**config.mk**
```make
export PLATFORM = sky130hd
export DESIGN_NAME = linear_interp_resampler_unit
export DESIGN_NICKNAME = d
export VERILOG_FILES = /design/src/hdl/rsmp_pkg.sv /design/src/hdl/linear_interp_resampler_unit.sv /design/src/hdl/rsmp_fifo.sv /design/src/hdl/rsmp_front.sv /design/src/hdl/rsmp_back.sv
export SDC_FILE = /design/constraint.sdc
export NUM_CORES = 2
export LEC_CHECK = 0
export ABC_AREA = 1
export BUFFER_PORTS_ARGS = -buffer_cell sky130_fd_sc_hd__buf_2
export CAP_MARGIN = 5
export CORE_MARGIN = 3
export CORE_UTILIZATION = 60
export DETAILED_ROUTE_END_ITERATION = 6
export PLACE_DENSITY_LB_ADDON = 0.25
export SYNTH_ARGS = -nofsm -noshare
export SYNTH_HDL_FRONTEND = slang
export SYNTH_SLANG_ARGS = --single-unit
export TNS_END_PERCENT = 1
```
**constraint.sdc**
```tcl
create_clock -name clk -period 12.3 [get_ports clk]
set_clock_uncertainty 0.15 [all_clocks]
set_input_delay 2.46 -clock clk [delete_from_list [all_inputs] [get_ports clk]]
set_output_delay 2.46 -clock clk [all_outputs]
set_load 0.03 [all_outputs]
```
**src/hdl/rsmp_pkg.sv**
```systemverilog
// Shared types and constants of the linear interpolation resampler.
`default_nettype none

package rsmp_pkg;

  localparam int SAMPLE_W     = 16;
  localparam int STEP_REG_W   = 21;
  localparam int FRAC_MAX     = 24;
  localparam int MAX_CHANNELS = 2;
  localparam int JOB_DEPTH    = 4;
  localparam int RES_DEPTH    = 4;
  localparam int CFG_ADDR_W   = 3;
  localparam int CFG_DATA_W   = 32;

  typedef enum logic {
    REG_STEP   = 1'b0,
    REG_STEREO = 1'b1
  } reg_idx_t;

  typedef struct packed {
    logic [STEP_REG_W-1:0] resample_step;
    logic                  stereo_mode;
  } cfg_t;

  // One interpolation job: the two frame ends and the fraction between them.
  typedef struct packed {
    logic signed [SAMPLE_W-1:0] a_left;
    logic signed [SAMPLE_W-1:0] a_right;
    logic signed [SAMPLE_W-1:0] b_left;
    logic signed [SAMPLE_W-1:0] b_right;
    logic [FRAC_MAX-1:0]        frac;
    logic                       last_of_run;
    logic                       stream_done;
  } job_t;

  typedef struct packed {
    logic signed [SAMPLE_W-1:0] out_left;
    logic signed [SAMPLE_W-1:0] out_right;
    logic                       last_of_run;
    logic                       stream_done;
  } res_t;

endpackage

`default_nettype wire

```
**src/hdl/linear_interp_resampler_unit.sv**
```systemverilog
// The position sequencer steps the position once per result, issuing one job per cycle while
// the job queue has room; a frame gives at most 16 results, or none. A new frame may wait in
// the input register while the sequencer is still busy with the last one.
// Reset (synchronous, rst high) clears history, position and queues; the step returns to 1.0
// and stereo mode to on. No clearing pass is needed.
`default_nettype none

module linear_interp_resampler_unit #(
  parameter int FRAC_BITS = 16
) (
  input  logic                               clk,
  input  logic                               rst,
  input  logic                               psel,
  input  logic                               penable,
  input  logic                               pwrite,
  input  logic [rsmp_pkg::CFG_ADDR_W-1:0]    paddr,
  input  logic [rsmp_pkg::CFG_DATA_W-1:0]    pwdata,
  output logic [rsmp_pkg::CFG_DATA_W-1:0]    prdata,
  output logic                               pready,
  input  logic                               push,
  output logic                               full,
  input  logic signed [15:0]                 sample_left,
  input  logic signed [15:0]                 sample_right,
  input  logic                               start_of_stream,
  input  logic                               end_of_stream,
  output logic                               empty,
  input  logic                               pop,
  output logic signed [15:0]                 out_left,
  output logic signed [15:0]                 out_right,
  output logic                               last_of_run,
  output logic                               stream_done
);

  import rsmp_pkg::*;

  cfg_t     cfg;
  reg_idx_t reg_idx;
  logic     cfg_write;

  job_t     jq_wdata;
  job_t     jq_rdata;
  logic     jq_push;
  logic     jq_pop;
  logic     jq_full;
  logic     jq_empty;
  res_t     res_data;

  assign pready    = 1'b1;
  assign reg_idx   = reg_idx_t'(paddr[2]);
  assign cfg_write = psel && penable && pwrite && pready;

  always_ff @(posedge clk) begin
    if (rst) begin
      cfg.resample_step <= STEP_REG_W'(64'd1 << FRAC_BITS);
      cfg.stereo_mode   <= 1'b1;
    end else if (cfg_write) begin
      case (reg_idx)
        REG_STEP:   cfg.resample_step <= pwdata[STEP_REG_W-1:0];
        REG_STEREO: cfg.stereo_mode   <= pwdata[0];
        default:    cfg.stereo_mode   <= cfg.stereo_mode;
      endcase
    end
  end

  always_comb begin
    case (reg_idx)
      REG_STEP:   prdata = CFG_DATA_W'(cfg.resample_step);
      REG_STEREO: prdata = CFG_DATA_W'(cfg.stereo_mode);
      default:    prdata = '0;
    endcase
  end

  rsmp_front #(
    .FRAC_BITS (FRAC_BITS)
  ) u_front (
    .clk             (clk),
    .rst             (rst),
    .cfg             (cfg),
    .push            (push),
    .full            (full),
    .sample_left     (sample_left),
    .sample_right    (sample_right),
    .start_of_stream (start_of_stream),
    .end_of_stream   (end_of_stream),
    .jq_full         (jq_full),
    .jq_push         (jq_push),
    .jq_data         (jq_wdata)
  );

  rsmp_fifo #(
    .WIDTH ($bits(job_t)),
    .DEPTH (JOB_DEPTH)
  ) u_job_q (
    .clk   (clk),
    .rst   (rst),
    .push  (jq_push),
    .wdata (jq_wdata),
    .pop   (jq_pop),
    .rdata (jq_rdata),
    .full  (jq_full),
    .empty (jq_empty),
    .count ()
  );

  rsmp_back #(
    .FRAC_BITS (FRAC_BITS)
  ) u_back (
    .clk      (clk),
    .rst      (rst),
    .jq_empty (jq_empty),
    .jq_data  (jq_rdata),
    .jq_pop   (jq_pop),
    .pop      (pop),
    .empty    (empty),
    .res_data (res_data)
  );

  assign out_left    = res_data.out_left;
  assign out_right   = res_data.out_right;
  assign last_of_run = res_data.last_of_run;
  assign stream_done = res_data.stream_done;

endmodule

`default_nettype wire

```
**src/hdl/rsmp_fifo.sv**
```systemverilog
// Small register-based first-in first-out queue.
`default_nettype none

module rsmp_fifo #(
  parameter int WIDTH = 8,
  parameter int DEPTH = 4
) (
  input  logic                       clk,
  input  logic                       rst,
  input  logic                       push,
  input  logic [WIDTH-1:0]           wdata,
  input  logic                       pop,
  output logic [WIDTH-1:0]           rdata,
  output logic                       full,
  output logic                       empty,
  output logic [$clog2(DEPTH+1)-1:0] count
);

  localparam int AW = $clog2(DEPTH);
  localparam int CW = $clog2(DEPTH+1);

  logic [WIDTH-1:0] mem [DEPTH];
  logic [AW-1:0]    wr_ptr;
  logic [AW-1:0]    rd_ptr;
  logic             do_push;
  logic             do_pop;

  assign full    = (count == CW'(DEPTH));
  assign empty   = (count == '0);
  assign do_push = push && !full;
  assign do_pop  = pop && !empty;
  assign rdata   = mem[rd_ptr];

  always_ff @(posedge clk) begin
    if (rst) begin
      wr_ptr <= '0;
      rd_ptr <= '0;
      count  <= '0;
    end else begin
      if (do_push) begin
        mem[wr_ptr] <= wdata;
        wr_ptr      <= wr_ptr + AW'(1);
      end
      if (do_pop) begin
        rd_ptr <= rd_ptr + AW'(1);
      end
      if (do_push && !do_pop) begin
        count <= count + CW'(1);
      end else if (do_pop && !do_push) begin
        count <= count - CW'(1);
      end
    end
  end

endmodule

`default_nettype wire

```
**src/hdl/rsmp_front.sv**
```systemverilog
// Front end: takes source frames, tracks position and history, issues interpolation jobs.
`default_nettype none

module rsmp_front #(
  parameter int FRAC_BITS = 16
) (
  input  logic                clk,
  input  logic                rst,
  input  rsmp_pkg::cfg_t      cfg,
  input  logic                push,
  output logic                full,
  input  logic signed [15:0]  sample_left,
  input  logic signed [15:0]  sample_right,
  input  logic                start_of_stream,
  input  logic                end_of_stream,
  input  logic                jq_full,
  output logic                jq_push,
  output rsmp_pkg::job_t      jq_data
);

  import rsmp_pkg::*;

  localparam int POS_W = FRAC_BITS + 5;
  localparam int SW    = (POS_W > STEP_REG_W) ? POS_W : STEP_REG_W;
  localparam logic [POS_W-1:0] POS_ONE  = POS_W'(1) << FRAC_BITS;
  localparam logic [SW-1:0]    STEP_MIN = SW'(1) << (FRAC_BITS - 3);
  localparam logic [SW-1:0]    STEP_MAX = SW'(1) << (FRAC_BITS + 4);

  typedef enum logic [1:0] {IDLE, INTERP, HOLD} state_t;

  state_t                     state;
  logic                       in_valid;
  logic signed [SAMPLE_W-1:0] in_left;
  logic signed [SAMPLE_W-1:0] in_right;
  logic                       in_sos;
  logic                       in_eos;

  logic signed [SAMPLE_W-1:0] prev_left;
  logic signed [SAMPLE_W-1:0] prev_right;
  logic [POS_W-1:0]           pos;
  logic                       have_prev;

  logic [POS_W-1:0]           wp;
  logic signed [SAMPLE_W-1:0] w_al;
  logic signed [SAMPLE_W-1:0] w_ar;
  logic signed [SAMPLE_W-1:0] w_bl;
  logic signed [SAMPLE_W-1:0] w_br;
  logic                       w_eos;

  logic                       stereo;
  logic [SW-1:0]              step_raw;
  logic [POS_W-1:0]           step;
  logic                       start;
  logic signed [SAMPLE_W-1:0] cur_right;
  logic                       hp;
  logic [POS_W-1:0]           p0;
  logic [POS_W-1:0]           pm1;
  logic [POS_W-1:0]           pn;
  logic [POS_W-1:0]           q;
  logic                       pass;
  logic                       hold_more;
  logic                       job_last;

  always_comb begin
    stereo   = cfg.stereo_mode && (MAX_CHANNELS > 1);
    step_raw = SW'(cfg.resample_step);
    if (step_raw < STEP_MIN) begin
      step = POS_W'(STEP_MIN);
    end else if (step_raw > STEP_MAX) begin
      step = POS_W'(STEP_MAX);
    end else begin
      step = POS_W'(step_raw);
    end
  end

  // A start of stream discards the history before the frame is classified.
  assign start     = in_valid && (state == IDLE);
  assign full      = in_valid && !start;
  assign cur_right = stereo ? in_right : '0;
  assign hp        = have_prev && !in_sos;
  assign p0        = in_sos ? '0 : pos;
  assign pm1       = p0 - POS_ONE;

  assign pn        = wp + step;
  assign q         = pn - POS_ONE;
  assign pass      = (pn >= POS_ONE);
  assign hold_more = w_eos && (q < POS_ONE);
  assign job_last  = pass && !((state == INTERP) && hold_more);

  assign jq_push = (state != IDLE) && !jq_full;

  always_comb begin
    jq_data.a_left      = (state == HOLD) ? w_bl : w_al;
    jq_data.a_right     = (state == HOLD) ? w_br : w_ar;
    jq_data.b_left      = w_bl;
    jq_data.b_right     = w_br;
    jq_data.frac        = FRAC_MAX'(wp[FRAC_BITS-1:0]);
    jq_data.last_of_run = job_last;
    jq_data.stream_done = job_last && w_eos;
  end

  always_ff @(posedge clk) begin
    if (rst) begin
      state      <= IDLE;
      in_valid   <= 1'b0;
      prev_left  <= '0;
      prev_right <= '0;
      pos        <= '0;
      have_prev  <= 1'b0;
    end else begin
      if (push && !full) begin
        in_valid <= 1'b1;
        in_left  <= sample_left;
        in_right <= sample_right;
        in_sos   <= start_of_stream;
        in_eos   <= end_of_stream;
      end else if (start) begin
        in_valid <= 1'b0;
      end

      case (state)
        IDLE: begin
          if (in_valid) begin
            w_al  <= prev_left;
            w_ar  <= stereo ? prev_right : '0;
            w_bl  <= in_left;
            w_br  <= cur_right;
            w_eos <= in_eos;
            if (hp && (p0 < POS_ONE)) begin
              state <= INTERP;
              wp    <= p0;
            end else if (in_eos && (!hp || (pm1 < POS_ONE))) begin
              state <= HOLD;
              wp    <= hp ? pm1 : p0;
            end else if (in_eos) begin
              prev_left  <= '0;
              prev_right <= '0;
              pos        <= '0;
              have_prev  <= 1'b0;
            end else begin
              prev_left  <= in_left;
              prev_right <= cur_right;
              pos        <= hp ? pm1 : p0;
              have_prev  <= 1'b1;
            end
          end
        end
        INTERP: begin
          if (!jq_full) begin
            if (!pass) begin
              wp <= pn;
            end else if (hold_more) begin
              state <= HOLD;
              wp    <= q;
            end else begin
              state <= IDLE;
              if (w_eos) begin
                prev_left  <= '0;
                prev_right <= '0;
                pos        <= '0;
                have_prev  <= 1'b0;
              end else begin
                prev_left  <= w_bl;
                prev_right <= w_br;
                pos        <= q;
                have_prev  <= 1'b1;
              end
            end
          end
        end
        HOLD: begin
          if (!jq_full) begin
            if (!pass) begin
              wp <= pn;
            end else begin
              state      <= IDLE;
              prev_left  <= '0;
              prev_right <= '0;
              pos        <= '0;
              have_prev  <= 1'b0;
            end
          end
        end
        default: begin
          state <= IDLE;
        end
      endcase
    end
  end

  a_no_history_zero_pos: assert property (@(posedge clk) disable iff (rst)
    !have_prev |-> (pos == '0))
    else $error("position is non-zero without history");

  a_work_pos_below_one: assert property (@(posedge clk) disable iff (rst)
    (state != IDLE) |-> (wp < POS_ONE))
    else $error("working position reached one frame while busy");

  a_hold_only_at_end: assert property (@(posedge clk) disable iff (rst)
    (state == HOLD) |-> w_eos)
    else $error("holding a frame that does not end the stream");

  a_done_clears_history: assert property (@(posedge clk) disable iff (rst)
    (jq_push && jq_data.stream_done) |=> (!have_prev && (pos == '0)))
    else $error("history survived the end of the stream");

endmodule

`default_nettype wire

```
**src/hdl/rsmp_back.sv**
```systemverilog
// Back end: interpolation datapath with rounding, saturation and the result queue.
`default_nettype none

module rsmp_back #(
  parameter int FRAC_BITS = 16
) (
  input  logic           clk,
  input  logic           rst,
  input  logic           jq_empty,
  input  rsmp_pkg::job_t jq_data,
  output logic           jq_pop,
  input  logic           pop,
  output logic           empty,
  output rsmp_pkg::res_t res_data
);

  import rsmp_pkg::*;

  localparam int PW = FRAC_BITS + 18;
  localparam int VW = FRAC_BITS + 19;
  localparam int RW = VW - FRAC_BITS;
  localparam int CW = $clog2(RES_DEPTH + 1);
  localparam logic signed [VW-1:0] HALF = VW'(1) <<< (FRAC_BITS - 1);
  localparam logic signed [RW-1:0] SMAX = RW'(32767);
  localparam logic signed [RW-1:0] SMIN = ~SMAX;

  function automatic logic signed [SAMPLE_W-1:0] sat16(input logic signed [RW-1:0] x);
    logic signed [SAMPLE_W-1:0] y;
    if (x > SMAX) begin
      y = SMAX[SAMPLE_W-1:0];
    end else if (x < SMIN) begin
      y = SMIN[SAMPLE_W-1:0];
    end else begin
      y = x[SAMPLE_W-1:0];
    end
    return y;
  endfunction

  logic                       take;
  logic signed [16:0]         diff_l;
  logic signed [16:0]         diff_r;
  logic signed [FRAC_BITS:0]  frac_s;

  logic                       s1_valid;
  logic signed [SAMPLE_W-1:0] s1_al;
  logic signed [SAMPLE_W-1:0] s1_ar;
  logic signed [PW-1:0]       s1_pl;
  logic signed [PW-1:0]       s1_pr;
  logic                       s1_last;
  logic                       s1_done;

  logic signed [VW-1:0]       v_l;
  logic signed [VW-1:0]       v_r;
  logic signed [VW-1:0]       r_l;
  logic signed [VW-1:0]       r_r;

  res_t                       res_wdata;
  logic                       res_full;
  logic [CW-1:0]              res_count;

  // A job leaves the queue only when the result queue has a free slot for it.
  assign take   = !jq_empty && (({1'b0, res_count} + (CW+1)'(s1_valid)) < (CW+1)'(RES_DEPTH));
  assign jq_pop = take;

  assign diff_l = 17'(jq_data.b_left) - 17'(jq_data.a_left);
  assign diff_r = 17'(jq_data.b_right) - 17'(jq_data.a_right);
  assign frac_s = {1'b0, jq_data.frac[FRAC_BITS-1:0]};

  always_ff @(posedge clk) begin
    if (rst) begin
      s1_valid <= 1'b0;
    end else begin
      s1_valid <= take;
      if (take) begin
        s1_al   <= jq_data.a_left;
        s1_ar   <= jq_data.a_right;
        s1_pl   <= PW'(diff_l) * PW'(frac_s);
        s1_pr   <= PW'(diff_r) * PW'(frac_s);
        s1_last <= jq_data.last_of_run;
        s1_done <= jq_data.stream_done;
      end
    end
  end

  // Adding half a step before the arithmetic shift rounds ties upwards.
  assign v_l = (VW'(s1_al) <<< FRAC_BITS) + VW'(s1_pl) + HALF;
  assign v_r = (VW'(s1_ar) <<< FRAC_BITS) + VW'(s1_pr) + HALF;
  assign r_l = v_l >>> FRAC_BITS;
  assign r_r = v_r >>> FRAC_BITS;

  always_comb begin
    res_wdata.out_left    = sat16(r_l[RW-1:0]);
    res_wdata.out_right   = sat16(r_r[RW-1:0]);
    res_wdata.last_of_run = s1_last;
    res_wdata.stream_done = s1_done;
  end

  rsmp_fifo #(
    .WIDTH ($bits(res_t)),
    .DEPTH (RES_DEPTH)
  ) u_res_q (
    .clk   (clk),
    .rst   (rst),
    .push  (s1_valid),
    .wdata (res_wdata),
    .pop   (pop),
    .rdata (res_data),
    .full  (res_full),
    .empty (empty),
    .count (res_count)
  );

  a_no_result_overflow: assert property (@(posedge clk) disable iff (rst)
    s1_valid |-> !res_full)
    else $error("result written into a full queue");

  a_take_has_room: assert property (@(posedge clk) disable iff (rst)
    take |-> (res_count < CW'(RES_DEPTH)))
    else $error("job taken without room for its result");

  a_done_is_last: assert property (@(posedge clk) disable iff (rst)
    (s1_valid && s1_done) |-> s1_last)
    else $error("end of stream result is not the last of its run");

endmodule

`default_nettype wire
```
==> out/results.txt <==
Hold Path Sink -> u_front.w_al[8]$_DFFE_PP_
Total Routed Length -> 136,900 um
GP Congestion -> 0.9368
CTS Hold Buffers Added -> 0
Initial antenna violation count -> 1
Worst endpoint required time -> 12,540 ps
# H-tree levels -> 3
Clock Tree Root -> clkbuf_16
Final Max Tran Viols -> 0
Worst skew pair latency -> 690 ps
Total GRT Usage -> 0.2920
CP Data Arrival Time -> 10,340 ps
HP Class -> reg -> reg
Post-CTS Resized -> 0
1st-iter DRT viols -> 3,792
Vias in the first global route -> 40,320
Synth unique cells -> 53
Drt wl/cell -> 19.12 um
Ys flop type -> edfxtp_1
Grt ovf -> 0
Layout cell share with drive strength beyond 1 -> 0.07105
Clock buffer count from CTS -> 79
Finished Core Util -> 0.6581
#FFs+latches synth -> 754
Buffer and inverter count on the worst path -> 6
CTS tree -> built
Post-synthesis cell count -> 5,869
Area grow syn2layout -> 7.988%
Async set-reset flop share out of synthesis -> 0
Layout filler cell count -> 7,131
Avg Cell Area, Syn -> 9.419 um2
Most used cell, CP -> fa_1
F_max -> 0.09905 GHz
Hpwl dp -> 98,910 um
Die area -> 0.09581 mm2
CTS max path bufs -> 3
Most common library cell in the layout ignoring fill and taps -> inv_1
Net count, final -> 6,816
Fin crit period -> 10,100 ps
Slew headroom -> 0.1121
Final Cycle Share -> 0.8208
Die H -> 309.5 um
Status -> finished with violations
Clk pin slew, worst setup/hold paths -> 60 ps
Worst min-delay path startpoint -> u_front.prev_left[8]$_SDFFE_PP0P_
Clock sink count -> 754
Area occupied by multi-input gates -> 0.02858 mm2
Ys Warns -> 0
CORE AREA -> 0.09070 mm2
EDFF count, synth -> 656
FF-to-FF setup slack -> 2200 ps
Slowest-stage cell, CP -> fa_1
Routed vias -> 40,700
RSZ-0062 raised after global routing -> no
Most frequent cells in the layout -> 1,083 x inv_1, 997 x nand2_1, 656 x edfxtp_1, 622 x nor2_1, 549 x fa_1
Slowest stage delay, CP -> 980 ps
Setup Total Neg Slack -> 0 ps
FP Rows -> 110
# setup viols final -> 0
Initial Utilization -> 0.6095
Syn Std Cell Area -> 0.05528 mm2
Crit path max-delay family -> adder cells
# port buffers -> 119
CP startpoint kind -> flip-flop
Initial DRT Pass Iterations -> 7
Total of max-cap violations -> 0
Largest net degree at the start of global routing -> 165
First-pass GRT wire length -> 217,100 um
I/O pin count -> 145
Sequential area share after synthesis -> 0.3919
Setup Fix Bufs, Post-CTS -> 0
Antenna viol nets, final -> 0
Vias/cell -> 5.686
Tightest Pin Transition -> 1329 ps
Hold Crit Depth -> 0
CP Max Fanout -> 90
Failing checks -> DRC
Fin. Hold Viols -> 0
Die Wd -> 309.5 um
Drt drc -> 7
Register area -> 0.02167 mm2
WS Path Type -> reg -> reg
R2r endpoint -> u_back.s1_pl[33]$_DFFE_PP_
CP endpoint kind -> flip-flop
Worst Reg-to-Reg Cells -> 32
[Yosys cell counts (15+ instances only)]
library cell	n	area share
fa_1	549	0.20
or2_2	48	0.0054
a21oi_2	21	0.0033
buf_4	15	0.0020
xor2_1	80	0.013
o22ai_1	118	0.013
nand4_1	30	0.0034
o21ai_0	303	0.027
buf_2	16	0.0014
edfxtp_1	656	0.36
nor2_1	632	0.043
nor3_1	48	0.0043
xnor2_1	50	0.0079
dfxtp_1	98	0.035
nor4_1	15	0.0017
clkbuf_1	168	0.011
ha_1	275	0.062
inv_1	1087	0.074
a32oi_1	35	0.0055
nand3_1	216	0.020
nand2_1	997	0.068
a21oi_1	250	0.023
[worst max path at each step]
stage	start	slack, ps	cells after the start	to
CTS	flip-flop	2250	33	u_back.s1_pl[33]$_DFFE_PP_
global route	flip-flop	1400	33	u_back.s1_pl[33]$_DFFE_PP_
floorplan	flip-flop	3460	41	u_back.s1_pr[33]$_DFFE_PP_
finish	flip-flop	2200	32	u_back.s1_pl[33]$_DFFE_PP_
global placement	flip-flop	2470	32	u_back.s1_pl[33]$_DFFE_PP_
detailed placement	flip-flop	2260	33	u_back.s1_pl[33]$_DFFE_PP_
[final cells by class]
| class | instances | share of cell area |
|---|---|---|
| repair buffers | 177 | 0.01769 |
| clock inverters | 57 | 0.01178 |
| clock buffers | 90 | 0.03414 |
| multi-input cells | 3793 | 0.4788 |
| diodes | 1 | 0.00004192 |
| inverters | 1111 | 0.06994 |
| flip-flops and latches | 754 | 0.3630 |
| well taps | 1176 | 0.02465 |
[logic make-up (layout without fill, tap and decap cells)]
kind of cell / count (synthesis) / after routing / synth area share
buffers and inverters: 1332 / 1435 / 0.09332
DFF: 754 / 754 / 0.3919
xor gates and xnor gates: 130 / 130 / 0.02060
and+or+nand+nor: 2018 / 2018 / 0.1494
other: 2 / 13 / 0.0001359
AOI/OAI and AO/OA: 809 / 809 / 0.08359
adders and majority gates: 824 / 824 / 0.2611
[routing by layer]
layer / global-route usage / up-vias / wire length [um]
li1: - / 18900 / -
met1: 0.4054 / 19710 / 56900
met2: 0.4627 / 1767 / 62730
met3: 0.05209 / 333 / 12140
met4: 0.1143 / 0 / 5102
met5: 0 / - / 0
[sequential cells by signal (all words and copies together), names as in the netlist, 19 cells and up, named ones only]
register	cells
u_back.s1_pr	19
u_back.s1_pl	19
u_front.wp	21
u_front.pos	21
cfg	22
u_job_q.mem	328
u_back.u_res_q.mem	136
[per-stage QoR]
stage | setup WS (ps) | cells | hold WS (ps) | instance area, um2
floorplan | 3458 | 5879 | 259.0 | 55320
global placement | 2472 | 7011 | 262.4 | 56950
detailed placement | 2262 | 7011 | 268.4 | 56950
CTS | 2246 | 7158 | 285.2 | 59690
global route | 1404 | 7158 | 283.9 | 59690
finish | 2204 | 7159 | 282.6 | 59690
Power is not shown: default switching activity piles up to over one toggle a cycle in this logic, so the estimate is an artifact.
